**config.mk**
```make
export PLATFORM = sky130hd
export DESIGN_NAME = line_buffered_tx_framer
export DESIGN_NICKNAME = d
export VERILOG_FILES = /design/src/hdl/lbtf_pkg.sv /design/src/hdl/lbtf_front.sv /design/src/hdl/lbtf_queue.sv /design/src/hdl/lbtf_back.sv /design/src/hdl/line_buffered_tx_framer.sv
export VERILOG_INCLUDE_DIRS = /design/src /design/src/hdl
export SDC_FILE = /design/constraint.sdc
export NUM_CORES = 1
export LEC_CHECK = 0
export BUFFER_PORTS_ARGS = -buffer_cell sky130_fd_sc_hd__buf_2
export CAP_MARGIN = 30
export CORE_ASPECT_RATIO = 0.6
export CORE_MARGIN = 4
export CORE_UTILIZATION = 57
export CTS_CLUSTER_SIZE = 12
export DETAILED_ROUTE_END_ITERATION = 12
export GPL_TIMING_DRIVEN = 1
export PLACE_DENSITY = 0.8
export SLEW_MARGIN = 20
export SYNTH_ARGS = -nofsm -noshare
export SYNTH_HDL_FRONTEND = slang
export SYNTH_HIERARCHICAL = 1
export SYNTH_SLANG_ARGS = --single-unit
export TNS_END_PERCENT = 5
```
**constraint.sdc**
```tcl
create_clock -name clk -period 2.27 [get_ports clk]
set_input_delay 0 -clock clk [delete_from_list [all_inputs] [get_ports clk]]
set_output_delay 0 -clock clk [all_outputs]
set_load 0.05 [all_outputs]
```
**src/hdl/line_buffered_tx_framer_macros.svh**
```systemverilog
// Assertion macros for the framer.
`ifndef LINE_BUFFERED_TX_FRAMER_MACROS_SVH
`define LINE_BUFFERED_TX_FRAMER_MACROS_SVH

// Same-cycle implication, checked outside reset.
`define LBTF_ASSERT_NOW(label, clk, rst, ante, cons, msg) \
  label: assert property (@(posedge clk) disable iff (rst) (ante) |-> (cons)) \
    else $error(msg);

// Next-cycle implication, checked outside reset.
`define LBTF_ASSERT_NEXT(label, clk, rst, ante, cons, msg) \
  label: assert property (@(posedge clk) disable iff (rst) (ante) |=> (cons)) \
    else $error(msg);

`endif

```
**src/hdl/lbtf_pkg.sv**
```systemverilog
package lbtf_pkg;

  localparam logic [7:0] CH_LF = 8'h0A;
  localparam logic [7:0] CH_CR = 8'h0D;
  localparam int SLACK = 2;

  localparam int QUEUE_DEPTH = 2;
  localparam int QPTR_W = $clog2(QUEUE_DEPTH);
  localparam int QCNT_W = $clog2(QUEUE_DEPTH + 1);

  // One classified character on its way from front to back.
  typedef struct packed {
    logic [7:0] ch;
    logic       eol;
    logic       force_lf;
  } cmd_t;

  typedef struct packed {
    logic draining;
    logic popping;
  } bk_status_t;

  typedef enum logic [3:0] {
    ST_FILL      = 4'b0001,
    ST_DRAIN_MEM = 4'b0010,
    ST_DRAIN_LF  = 4'b0100,
    ST_DRAIN_CR  = 4'b1000
  } bk_state_t;

  typedef enum logic [1:0] {
    K_MEM = 2'd0,
    K_LF  = 2'd1,
    K_CR  = 2'd2
  } out_kind_t;

endpackage

```
**src/hdl/lbtf_front.sv**
```systemverilog
module lbtf_front #(
  parameter int LINE_CAPACITY = 64
) (
  input  logic          clk,
  input  logic          rst,
  input  logic          in_valid,
  output logic          in_stall,
  input  logic [7:0]    char_in,
  input  logic          q_full,
  output logic          push,
  output lbtf_pkg::cmd_t push_data
);
  import lbtf_pkg::*;

  localparam int CNT_W = $clog2(LINE_CAPACITY);

  logic [CNT_W-1:0] count;
  logic             at_limit;
  logic             is_lf;

  assign at_limit = (count == CNT_W'(LINE_CAPACITY - SLACK - 1));
  assign is_lf    = (char_in == CH_LF);

  assign in_stall = q_full;
  assign push     = in_valid && !q_full;

  assign push_data.ch       = char_in;
  assign push_data.eol      = at_limit || is_lf;
  assign push_data.force_lf = at_limit && !is_lf;

  // Track the line length; restart on every end of line.
  always_ff @(posedge clk) begin
    if (rst) begin
      count <= '0;
    end else if (push) begin
      if (push_data.eol) begin
        count <= '0;
      end else begin
        count <= count + 1'b1;
      end
    end
  end

endmodule

```
**src/hdl/lbtf_queue.sv**
```systemverilog
module lbtf_queue (
  input  logic           clk,
  input  logic           rst,
  input  logic           push,
  input  lbtf_pkg::cmd_t push_data,
  output logic           full,
  input  logic           pop,
  output lbtf_pkg::cmd_t pop_data,
  output logic           empty
);
  import lbtf_pkg::*;

  cmd_t              slots [QUEUE_DEPTH];
  logic [QPTR_W-1:0] wr_ptr;
  logic [QPTR_W-1:0] rd_ptr;
  logic [QCNT_W-1:0] used;

  assign full     = (used == QCNT_W'(QUEUE_DEPTH));
  assign empty    = (used == '0);
  assign pop_data = slots[rd_ptr];

  always_ff @(posedge clk) begin
    if (push) begin
      slots[wr_ptr] <= push_data;
    end
  end

  always_ff @(posedge clk) begin
    if (rst) begin
      wr_ptr <= '0;
      rd_ptr <= '0;
      used   <= '0;
    end else begin
      if (push) begin
        wr_ptr <= wr_ptr + 1'b1;
      end
      if (pop) begin
        rd_ptr <= rd_ptr + 1'b1;
      end
      unique case ({push, pop})
        2'b10:   used <= used + 1'b1;
        2'b01:   used <= used - 1'b1;
        default: used <= used;
      endcase
    end
  end

endmodule

```
**src/hdl/lbtf_back.sv**
```systemverilog
module lbtf_back #(
  parameter int LINE_CAPACITY = 64
) (
  input  logic                 clk,
  input  logic                 rst,
  input  logic                 cmd_valid,
  input  lbtf_pkg::cmd_t       cmd,
  output logic                 pop,
  output logic                 out_valid,
  input  logic                 out_stall,
  output logic [7:0]           char_out,
  output logic                 last_of_line,
  output lbtf_pkg::bk_status_t status
);
  import lbtf_pkg::*;

  localparam int IDX_W = $clog2(LINE_CAPACITY);

  logic [7:0]       mem [LINE_CAPACITY];
  logic [7:0]       rd_data;
  bk_state_t        state;
  logic [IDX_W-1:0] wr_idx;
  logic [IDX_W-1:0] rd_idx;
  logic [IDX_W-1:0] last_idx;
  logic             force_lf;
  logic             out_valid_q;
  out_kind_t        out_kind;
  logic             adv;

  assign adv = !out_valid_q || !out_stall;
  assign pop = (state == ST_FILL) && cmd_valid;

  assign status.draining = (state != ST_FILL);
  assign status.popping  = pop;

  assign out_valid    = out_valid_q;
  assign last_of_line = (out_kind == K_CR);

  always_comb begin
    unique case (out_kind)
      K_MEM:   char_out = rd_data;
      K_LF:    char_out = CH_LF;
      K_CR:    char_out = CH_CR;
      default: char_out = rd_data;
    endcase
  end

  // Line store: one write while filling, one registered read while draining.
  always_ff @(posedge clk) begin
    if (pop) begin
      mem[wr_idx] <= cmd.ch;
    end
    if ((state == ST_DRAIN_MEM) && adv) begin
      rd_data <= mem[rd_idx];
    end
  end

  always_ff @(posedge clk) begin
    if (rst) begin
      state       <= ST_FILL;
      wr_idx      <= '0;
      rd_idx      <= '0;
      last_idx    <= '0;
      force_lf    <= 1'b0;
      out_valid_q <= 1'b0;
      out_kind    <= K_MEM;
    end else begin
      // Every drain state loads one byte per advance; filling loads nothing.
      if (adv) begin
        out_valid_q <= (state != ST_FILL);
      end
      unique case (state)
        ST_FILL: begin
          if (cmd_valid) begin
            if (cmd.eol) begin
              state    <= ST_DRAIN_MEM;
              last_idx <= wr_idx;
              force_lf <= cmd.force_lf;
              rd_idx   <= '0;
            end else begin
              wr_idx <= wr_idx + 1'b1;
            end
          end
        end
        ST_DRAIN_MEM: begin
          if (adv) begin
            out_kind <= K_MEM;
            rd_idx   <= rd_idx + 1'b1;
            if (rd_idx == last_idx) begin
              state <= force_lf ? ST_DRAIN_LF : ST_DRAIN_CR;
            end
          end
        end
        ST_DRAIN_LF: begin
          if (adv) begin
            out_kind <= K_LF;
            state    <= ST_DRAIN_CR;
          end
        end
        ST_DRAIN_CR: begin
          if (adv) begin
            out_kind <= K_CR;
            state    <= ST_FILL;
            wr_idx   <= '0;
          end
        end
        default: state <= ST_FILL;
      endcase
    end
  end

endmodule

```
**src/hdl/line_buffered_tx_framer.sv**
```systemverilog
// Line-buffered transmit framer. Characters enter one per cycle, while in_stall
// is low, on the input channel and collect in a line store of LINE_CAPACITY
// bytes. A line ends on a line feed, or after LINE_CAPACITY - 2 characters,
// where a line feed is forced in; a carriage return always follows, and the
// whole line goes out in order with last_of_line set on that carriage return.
// The input takes one request per cycle while a line fills, since the store
// takes one write per cycle. A finished line (characters, line feed, carriage
// return) drains one byte per cycle while out_stall is low, through the
// store's single read port; during the drain the input still takes up to two
// requests into the queue between front and back, then stalls until the back
// has returned to filling and popped a request from the queue.
`include "line_buffered_tx_framer_macros.svh"

module line_buffered_tx_framer #(
  parameter int LINE_CAPACITY = 64
) (
  input  logic       clk,
  input  logic       rst,
  input  logic       in_valid,
  output logic       in_stall,
  input  logic [7:0] char_in,
  output logic       out_valid,
  input  logic       out_stall,
  output logic [7:0] char_out,
  output logic       last_of_line
);
  import lbtf_pkg::*;

  // Classified requests between front and back.
  logic       q_push;
  cmd_t       q_push_data;
  logic       q_full;
  logic       q_pop;
  cmd_t       q_pop_data;
  logic       q_empty;
  bk_status_t bk_status;

  // Front: accept characters, count the line, mark its end and forced LF.
  lbtf_front #(
    .LINE_CAPACITY(LINE_CAPACITY)
  ) u_front (
    .clk      (clk),
    .rst      (rst),
    .in_valid (in_valid),
    .in_stall (in_stall),
    .char_in  (char_in),
    .q_full   (q_full),
    .push     (q_push),
    .push_data(q_push_data)
  );

  // Short queue: hold requests while the back drains a line.
  lbtf_queue u_queue (
    .clk      (clk),
    .rst      (rst),
    .push     (q_push),
    .push_data(q_push_data),
    .full     (q_full),
    .pop      (q_pop),
    .pop_data (q_pop_data),
    .empty    (q_empty)
  );

  // Back: store characters, then drain the line plus any forced LF and the CR.
  lbtf_back #(
    .LINE_CAPACITY(LINE_CAPACITY)
  ) u_back (
    .clk         (clk),
    .rst         (rst),
    .cmd_valid   (!q_empty),
    .cmd         (q_pop_data),
    .pop         (q_pop),
    .out_valid   (out_valid),
    .out_stall   (out_stall),
    .char_out    (char_out),
    .last_of_line(last_of_line),
    .status      (bk_status)
  );

  // The byte marked last is always the carriage return.
  `LBTF_ASSERT_NOW(a_last_is_cr, clk, rst, out_valid && last_of_line, char_out == CH_CR, "last byte is not CR")
  // Bytes before the carriage return only appear while a line drains.
  `LBTF_ASSERT_NOW(a_body_in_drain, clk, rst, out_valid && !last_of_line, bk_status.draining, "line byte outside drain")
  // Never take from the queue while draining.
  `LBTF_ASSERT_NOW(a_no_pop_in_drain, clk, rst, bk_status.draining, !bk_status.popping, "queue popped during drain")

endmodule

```
; ---- Word level (Yosys, flattened, before mapping)
; Memory sizes are Yosys's and may differ from the RTL's. A register that Yosys moved wholly into a read port is not among the register bits.
; Cells that the tools add are included.
[classes]
muxes = 29
n_eq_ne = 20
bitwise_logic = 1
addsub = 7
reduce_logical = 21
[ops]
columns = cell, count
row1 = 2-to-1 mux 6 bit, 7
row2 = 2-to-1 mux 4 bit, 7
row3 = case mux 6 bit (2 select lines), 2
row4 = "adder 6 x 1 -> 6 bit, second input constant", 3
row5 = case mux 4 bit (4 select lines), 1
row6 = case mux 8 bit (2 select lines), 1
row7 = AND reduction 4 bit, 3
row8 = "equality test 8 x 4 -> 1 bit, second input constant", 1
row9 = "!= test 2 bit, second input constant", 4
row10 = "equality test 2 bit, second input constant", 3
row11 = equality test 6 bit, 1
row12 = "equality test 6 bit, second input constant", 1
row13 = 2-to-1 mux 1 bit, 6
row14 = 2-to-1 mux 2 bit, 3
row15 = "!= test 2 x 1 -> 1 bit, second input constant", 3
row16 = case mux 2 bit (3 select lines), 1
row17 = AND reduction 6 bit, 1
row18 = nonzero test 2 bit, 3
row19 = zero test 1 bit, 5
row20 = "equality test 2 x 1 -> 1 bit, second input constant", 2
row21 = "equality test 4 x 1 -> 1 bit, second input constant", 1
row22 = "equality test 4 x 2 -> 1 bit, second input constant", 1
row23 = "equality test 4 x 3 -> 1 bit, second input constant", 1
row24 = "equality test 4 bit, second input constant", 1
row25 = 11 further kinds, 16
[totals]
register_bits = 36
mem_bits_rw = 532
mem_count = 2
input_bits = 12
[mem_list]
columns = name, words, word_bits, rd, rd_ports_with_merged_regs, wr, line_no
row1 = u_back.mem, 64, 8, 1, 1, 1, lbtf_back.sv:19  ; logic [7:0] mem [LINE_CAPACITY];
row2 = u_queue.slots, 2, 10, 1, 1, 1, lbtf_queue.sv:13  ; cmd_t slots [QUEUE_DEPTH];

; ---- Logic depth before layout (Yosys ltp)
; Gate-level depths: netlist of run 1.
[logic_depth]
depth_word = 5
mapped_depth = 9
mapped_depth_nobuf = 8

; ---- Hierarchy
; The synthesis of run 1 kept the hierarchy.
[by_module_without_submodules]
columns = mod, cells_each, area_per_inst_um2, instances
row1 = lbtf_back, 1132, 21543.2, 1
row2 = lbtf_queue, 53, 923.4, 1
row3 = lbtf_front, 44, 435.4, 1
row4 = line_buffered_tx_framer, 1, 3.8, 1

; ---- Least setup slack after synthesis of run 1
; No wires, ideal clock.
[synth_timing]
path_type = reg2reg
startpoint = reg u_back.state[3]
endpoint = mem u_back.mem[62][0], enable pin
arrival_time_ns = 1.901
stages_incl_launch_ff = 7
path_buffers = 1
setup_slack_ns = -0.001
period_less_slack_ns = 2.271
t_required_ns = 1.900
cell_sequence = dfxtp_1 buf_2 nor4b_2 nand2_1 nor2_1 nand3_1 nor2_1
[synth_via]
elab_chain_cells = 4
[synth_rtl]
columns = item, line_no
row1 = from (decl), lbtf_back.sv:21  ; bk_state_t state;
row2 = from (signal assigned), lbtf_back.sv:90  ; state <= force_lf ? ST_DRAIN_LF : ST_DRAIN_CR;
row3 = equality test 4 x 1 -> 1 bit, lbtf_back.sv:31  ; assign pop = (state == ST_FILL) && cmd_valid;
row4 = logical AND 1 bit, lbtf_back.sv:31
row5 = 2-to-1 mux 1 bit, lbtf_back.sv:50  ; if (pop) begin
row6 = 2-to-1 mux 1 bit (not written as such), lbtf_back.sv:51  ; mem[wr_idx] <= cmd.ch;
row7 = to (decl), lbtf_back.sv:19
; No other way between the ends.

==> summary.md, run 1 <==
| Metric | Value |
|---|---|
| Fin nets | 1465 |
| Routed met2 length | 25400 um |
| Dpl ws | -353.9 ps |
| Worst Hold Depth | 2 |
| Post-route cell area | 26980 um^2 |
| Failing checks | setup timing |
| FP Rows | 56 |
| Critical Path RT | 2610 ps |
| Routed Antenna Nets | 0 |
| CP arrival | 2760 ps |
| Post-DR wirelength/cell | 28.02 um |
| Root Driver | clkbuf_16 |
| Clk sink count | 577 |
| Worst Clk Skew | between 15 and 20 ps |
| Mapped Cells | 1228 |
| Wirelength, routed | 55980 um |
| Setup Viol. Count Final | 8 |
| Clk pwr share | between 30% and 40% |
| Overflow after GRT | 0 |
| Part of the power in registers | 53.3% |
| Syn Area/Cell | 18.64 um^2 |
| CP Class | reg -> reg |
| Reg2reg setup slack | -150 ps |
| First-pass DRT Iterations | 6 |
| RD Place Congestion | 0.8807 |
| Unrepaired setup endpoints after global routing | true |
| Vias in the first global route | 12790 |
| FF-to-FF End | u_back/rd_data[6] |
| DR iter-0 viols | 1532 |
| Run status | finished, violations left |
| Antenna Cells | 0 |
| CTS tree | yes |
| Reg clk slew, reported paths | 60 ps |
| CP max stage delay | 550 ps |
| Type of the worst min-delay path | in -> reg |
| Inst Count DP | ~1900 |
| Starting density of the core | roughly three fifths |
| Switching power | between 5 and 6 mW |
| Mapped cell area | 22890 um^2 |
| Syn Nets | 1247 |
| Worst flop-to-flop path startpoint | u_back/rd_idx[0] |
| DR WL met3 | around 6600 um |
| Port Buf Inserts | 22 |
| Core area | 39380 um^2 |
| Ratio of cells with drive above 1 in the final layout | 30.89% |
| Relative slew slack | 46.76% |
| HPWL Detailed | 34130 um |
| Area grow syn2layout | 17.85% |
| Clk_lat worst skew | 590 ps |
| M1 wire length | roughly 23000 um |
| Die area | about 44000 um^2 |
| Max layer used | met4 |
| Final worst-path cycle share | 106.6% |
| WHS Endpoint | u_queue/slots[1][3] |
| CTS Buffer Depth | 3 |
| First-pass GRT wire length | ~84000 um |
| Die width | ~270 um |
| Boundary pin count | 23 |
| Final Hold Vio Count | 0 |
| Clock buffer count from CTS | 54 |
| R2R depth | 7 |
| Comb pwr share | around an eighth |
| Fmax | roughly 410 MHz |
| Crit. End Element | flop |
| Max-slew violations | 0 |
| DRC Markers | 0 |
| Net Sw Frac | 24.11% |
| Pwr per Cell Area | 893.0 nW/um^2 |
| Crit-path slowest cell | mux4_2 |
| Via count | ~13000 |
| Maximum vdd drop | 0.7355 mV |
| Critical path cell sequence | buf_12 -> buf_6 -> buf_6 -> mux4_2 -> a22oi_1 -> a22oi_1 -> mux2_2 |
| Minimum clock period | 2420 ps |
| Largest net degree at the start of global routing | 65 |
| Fin util | between 60 and 70% |
| Vias/cell | about 6.4 |
| Final WS setup | -149.6 ps |
| Least-Margin Pin Slew | 798.6 ps |
| Max-cap viol count | 0 |
| Critical Path Start Type | flop |
| GRT Overall Usage | between 20% and 30% |
| Placed instance area | about 25000 um^2 |
| P_int | 18.29 mW |
| Crit path max fanout | 7 |
| Worst Hold Launch | char_in[1] |
| Non-filler cells, final | around 2000 |
| Die outline height | 163.2 um |
| H-tree depth | 2 |
| Initial antenna violation count | 0 |
| Ys Warns | 6 |
| Leakage | between 8 and 9 nW |
power groups by stage:
stage,logic (mW),registers [mW],clock network [mW]
2_1_floorplan,1.56,13.0,0
3_3_place_gp,2.62,13.1,0
3_5_place_dp,2.76,13.1,0
4_1_cts,2.90,12.8,8.35
5_1_grt,3.18,12.9,8.86
6_report,2.99,12.9,8.25
layout by cell type, fill, tap and decap left out, drive strengths merged, types with 25 or more instances in the layout:
| master | instances |
|---|---|
| mux2i | 76 |
| edfxtp | 540 |
| a21oi | 25 |
| buf | 222 |
| dfxtp | 37 |
| mux4 | 96 |
| nor2 | 99 |
| clkbuf | 87 |
| nand2 | 38 |
| mux2 | 27 |
worst max path at each step:
| stage | start | endpoint | slack [ps] | cells past startpoint |
|---|---|---|---|---|
| 2_1_floorplan | u_back/state[3] | u_back/mem[62][0] | 50 | 6 |
| 4_1_cts | u_back/rd_idx[0] | u_back/rd_data[3] | -6 | 7 |
| 3_3_place_gp | u_back/rd_idx[0] | u_back/rd_data[3] | -360 | 6 |
| 3_5_place_dp | u_back/rd_idx[0] | u_back/rd_data[3] | -350 | 6 |
| 5_1_grt | u_back/rd_idx[0] | u_back/rd_data[6] | -160 | 7 |
| 6_report | u_back/rd_idx[0] | u_back/rd_data[6] | -150 | 7 |
routing by layer:
layer	up-vias	track usage [%]
li1	5368	-
met1	6520	40.03
met2	757	38.56
met3	102	6.534
met4	0	6.045
met5	-	0
stage by stage:
step	TNS, ps	power (mW)	hold WS [ps]
floorplan	0	14.60	68.86
global placement	-1093	15.68	200.8
detailed placement	-1293	15.83	209.4
CTS	-5.967	24.09	140.0
global route	-640.2	24.91	153.0
finish	-470.5	24.09	146.7
sequential cells by signal (all words and copies together) (netlist names), named ones only:
| register | cells |
|---|---|
| u_back/last_idx | 6 |
| u_back/rd_data | 8 |
| u_back/rd_idx | 6 |
| u_back/state | 4 |
| u_queue/used | 2 |
| u_queue/rd_ptr | 1 |
| u_back/out_valid | 1 |
| u_front/count | 6 |
| u_back/force_lf | 1 |
| u_queue/wr_ptr | 1 |
| u_back/out_kind | 2 |
| u_back/mem | 512 |
| u_back/wr_idx | 6 |
| u_queue/slots | 20 |
what timing repair did:
action,in CTS,in global routing
hold buffers,12,0
setup endpoints to repair,10,265
pin swaps,7,9
setup buffers,8,3
resized for setup,31,28
gates cloned,3,1
hold endpoints to repair,49,0
critical path, delay by kind of cell, from the launching register on:
kind / cells / cell delay, ps
buf+inv: 3 / 440
mux: 2 / 830
compound gates: 2 / 430
flops: 1 / 470
area by class of cell:
class,instances,area [um^2]
Inverter,10,37.54
Timing Repair Buffer,238,2098
Multi-Input combinational cell,565,5690
Clock inverter,1,5.005
Clock buffer,85,1531
Sequential cell,577,16970
Fill cell,2423,12400
Tap cell,522,653.1
Power figures use the tool's default switching activity.
==> inputs of run 2 (changes only) <==
--- a/config.mk
+++ b/config.mk
@@ -9,7 +9,7 @@
 export BUFFER_PORTS_ARGS = -buffer_cell sky130_fd_sc_hd__buf_2
 export CAP_MARGIN = 30
 export CORE_ASPECT_RATIO = 0.6
-export CORE_MARGIN = 4
+export CORE_MARGIN = 5
 export CORE_UTILIZATION = 57
 export CTS_CLUSTER_SIZE = 12
 export DETAILED_ROUTE_END_ITERATION = 12
==> summary.md, run 2 (same netlist as run 1, synthesis figures left out) <==
| Metric | Value |
|---|---|
| Max-cap viol count | 0 (unchanged) |
| Most frequent cells in the layout | edfxtp_1, buf_4, nor2_1 (unchanged) |
| Pwr per Cell Area | 894.4 nW/um^2 (was 893.0 nW/um^2) |
| Largest reg by FF count | u_back/mem (unchanged) |
| Hold slack | 145.0 ps (was 146.7 ps) |
| Max FFs per register | 512 (unchanged) |
| Critical Path Start Type | flop (unchanged) |
| Vias/cell | 6.420 (was 6.380) |
| Run status | finished, violations left (unchanged) |
| Die area | 44410 um^2 (was 43540 um^2) |
| Unrepaired setup endpoints after global routing | true (unchanged) |
| RD Place Congestion | 0.8960 (was 0.8807) |
| R2R depth | 7 (unchanged) |
| Vias in the first global route | 12470 (was 12790) |
| Max-slew violations | 0 (unchanged) |
| Critical Path RT | 2600 ps (was 2610 ps) |
| Wirelength, routed | 54850 um (was 55980 um) |
| Crit. End Element | flop (unchanged) |
| Initial antenna violation count | 0 (unchanged) |
| Fin nets | 1445 (was 1465) |
| First-pass DRT Iterations | 6 (unchanged) |
| Clk_lat worst skew | 600 ps (was 590 ps) |
| Least-Margin Pin Slew | 837.5 ps (was 798.6 ps) |
| CTS tree | yes (unchanged) |
| Maximum vdd drop | 0.5786 mV (was 0.7355 mV) |
| DRC Markers | 0 (unchanged) |
| Commonest non-fill, non-tap cell in the layout | edfxtp_1 (unchanged) |
| Ratio of cells with drive above 1 in the final layout | 30.09% (was 30.89%) |
| Reg clk slew, reported paths | 60 ps (about the same) |
| Post-DR wirelength/cell | 27.83 um (was 28.02 um) |
| Setup Viol. Count Final | 6 (was 8) |
| Type of the worst min-delay path | in -> reg (unchanged) |
| Minimum clock period | 2319 ps (was 2420 ps) |
| Largest regs | u_back/mem x512, u_queue/slots x20, u_back/rd_data x8 (unchanged) |
| Die outline height | 165.2 um (was 163.2 um) |
| Core area | 39380 um^2 (unchanged) |
| Leakage | 8.632 nW (was 8.755 nW) |
| CP arrival | 2640 ps (was 2760 ps) |
| Worst Hold Depth | 2 (unchanged) |
| FP Rows | 56 (unchanged) |
| Crit path max fanout | 6 (was 7) |
| Relative slew slack | 44.16% (was 46.76%) |
| First-pass GRT wire length | 81040 um (was 83860 um) |
| Die width | 268.7 um (was 266.7 um) |
| Routed Antenna Nets | 0 (unchanged) |
| FF-to-FF End | u_back/rd_data[6] (unchanged) |
| Via count | 12650 (was 12750) |
| Largest net degree at the start of global routing | 65 (unchanged) |
| Final WS setup | -48.85 ps (was -149.6 ps) |
| Worst Clk Skew | 30.54 ps (was 16.62 ps) |
| Worst flop-to-flop path startpoint | u_back/rd_idx[0] (unchanged) |
| Antenna Cells | 0 (unchanged) |
| WHS Endpoint | u_queue/slots[1][2] (was u_queue/slots[1][3]) |
| CP Class | reg -> reg (unchanged) |
| Starting density of the core | 58.14% (unchanged) |
| HPWL Detailed | 34290 um (was 34130 um) |
| Final Hold Vio Count | 0 (unchanged) |
| Final worst-path cycle share | 102.2% (was 106.6%) |
| Fmax | 431.2 MHz (was 413.3 MHz) |
| Area grow syn2layout | 16.95% (was 17.85%) |
| Clk sink count | 577 (unchanged) |
| Worst Hold Launch | char_in[0] (was char_in[1]) |
| Port Buf Inserts | 22 (unchanged) |
| Root Driver | clkbuf_16 (unchanged) |
| Reg2reg setup slack | -50 ps (was -150 ps) |
| GRT Overall Usage | 24.98% (was 26.11%) |
| DR iter-0 viols | 1892 (was 1532) |
| Setup TNS | -154.9 ps (was -470.5 ps) |
| Overflow after GRT | 0 (unchanged) |
| Failing checks | setup timing (unchanged) |
| H-tree depth | 2 (unchanged) |
| Boundary pin count | 23 (unchanged) |
| Clock buffer count from CTS | 54 (unchanged) |
| CTS Buffer Depth | 3 (unchanged) |
run 2: changes by cell type in the layout (fill, tap and decap cells not counted), moves of 3 or more:
cell,before,now
mux2_4,1,4
clkbuf_1,28,19
nor4_1,4,7
buf_16,1,4
buf_4,171,160
clkbuf_16,58,55
nor4_2,4,1
buf_6,15,3
mux2_2,26,23
run 2: worst max-delay path by stage:
stage                        endpoint        startpoint  depth (start not counted)
floorplan           u_back/mem[62][0]   u_back/state[3]                          6
global placement    u_back/rd_data[5]  u_back/rd_idx[0]                          5
detailed placement  u_back/rd_data[5]  u_back/rd_idx[0]                          5
CTS                 u_back/rd_data[5]  u_back/rd_idx[0]                          6
global route        u_back/rd_data[0]  u_back/rd_idx[0]                          6
finish              u_back/rd_data[6]  u_back/rd_idx[0]                          7
run 2: through the flow:
stage	std cells	utilization, %	total power [mW]	instance area [um^2]	setup slack [ps]
2_1_floorplan	1228	-	14.60	22890	45.30
3_5_place_dp	1869	62.76	15.88	24710	-217.3
4_1_cts	1971	67.68	23.94	26650	-21.14
3_3_place_gp	1867	62.64	15.70	24660	-160.1
6_report	1971	68.00	23.95	26780	-48.85
5_1_grt	1971	68.00	24.75	26780	-82.76
run 2: cell type report:
cell class	count	area, um^2
clock inverter	3	17.52
sequential	577	16970
inverter	10	37.54
timing repair buffer	218	1898
multi-input combinational	565	5728
clock buffer	76	1475
fill	2471	12600
tap	522	653.1
run 2: critical path, stage by stage (launching register included):
cell     delay [ps]
dfxtp_4         440
buf_12          130
buf_4           130
buf_4           150
mux4_2          530
a22oi_1         230
a22oi_2         150
mux2_2          290
run 2: what timing repair did:
| item | 4_1_cts | 5_1_grt |
|---|---|---|
| hold buffers | 13 | 0 |
| buffers inserted | 9 | 0 |
| resized for setup | 32 | 24 |
| pin swaps | 2 | 3 |
| setup endpoints to repair | 8 | 190 |
| gates cloned | 1 | 0 |
| endpoints found under the hold margin | 52 | 0 |
run 2: metal layers:
| metal | part of all wire [%] | global-route usage (%) |
|---|---|---|
| met4 | 2.6 | 6.735 |
| met3 | 13 | 7.226 |
| met1 | 39 | 36.90 |
| met2 | 45 | 37.26 |
| met5 | 0 | 0 |
run 2: power breakdown:
part	switching (mW)	total [mW]	leakage, nW	internal, mW
Clock	3.64	8.08	0.725	4.44
Sequential	0.141	12.8	5.17	12.7
Combinational	2.00	3.03	2.74	1.02
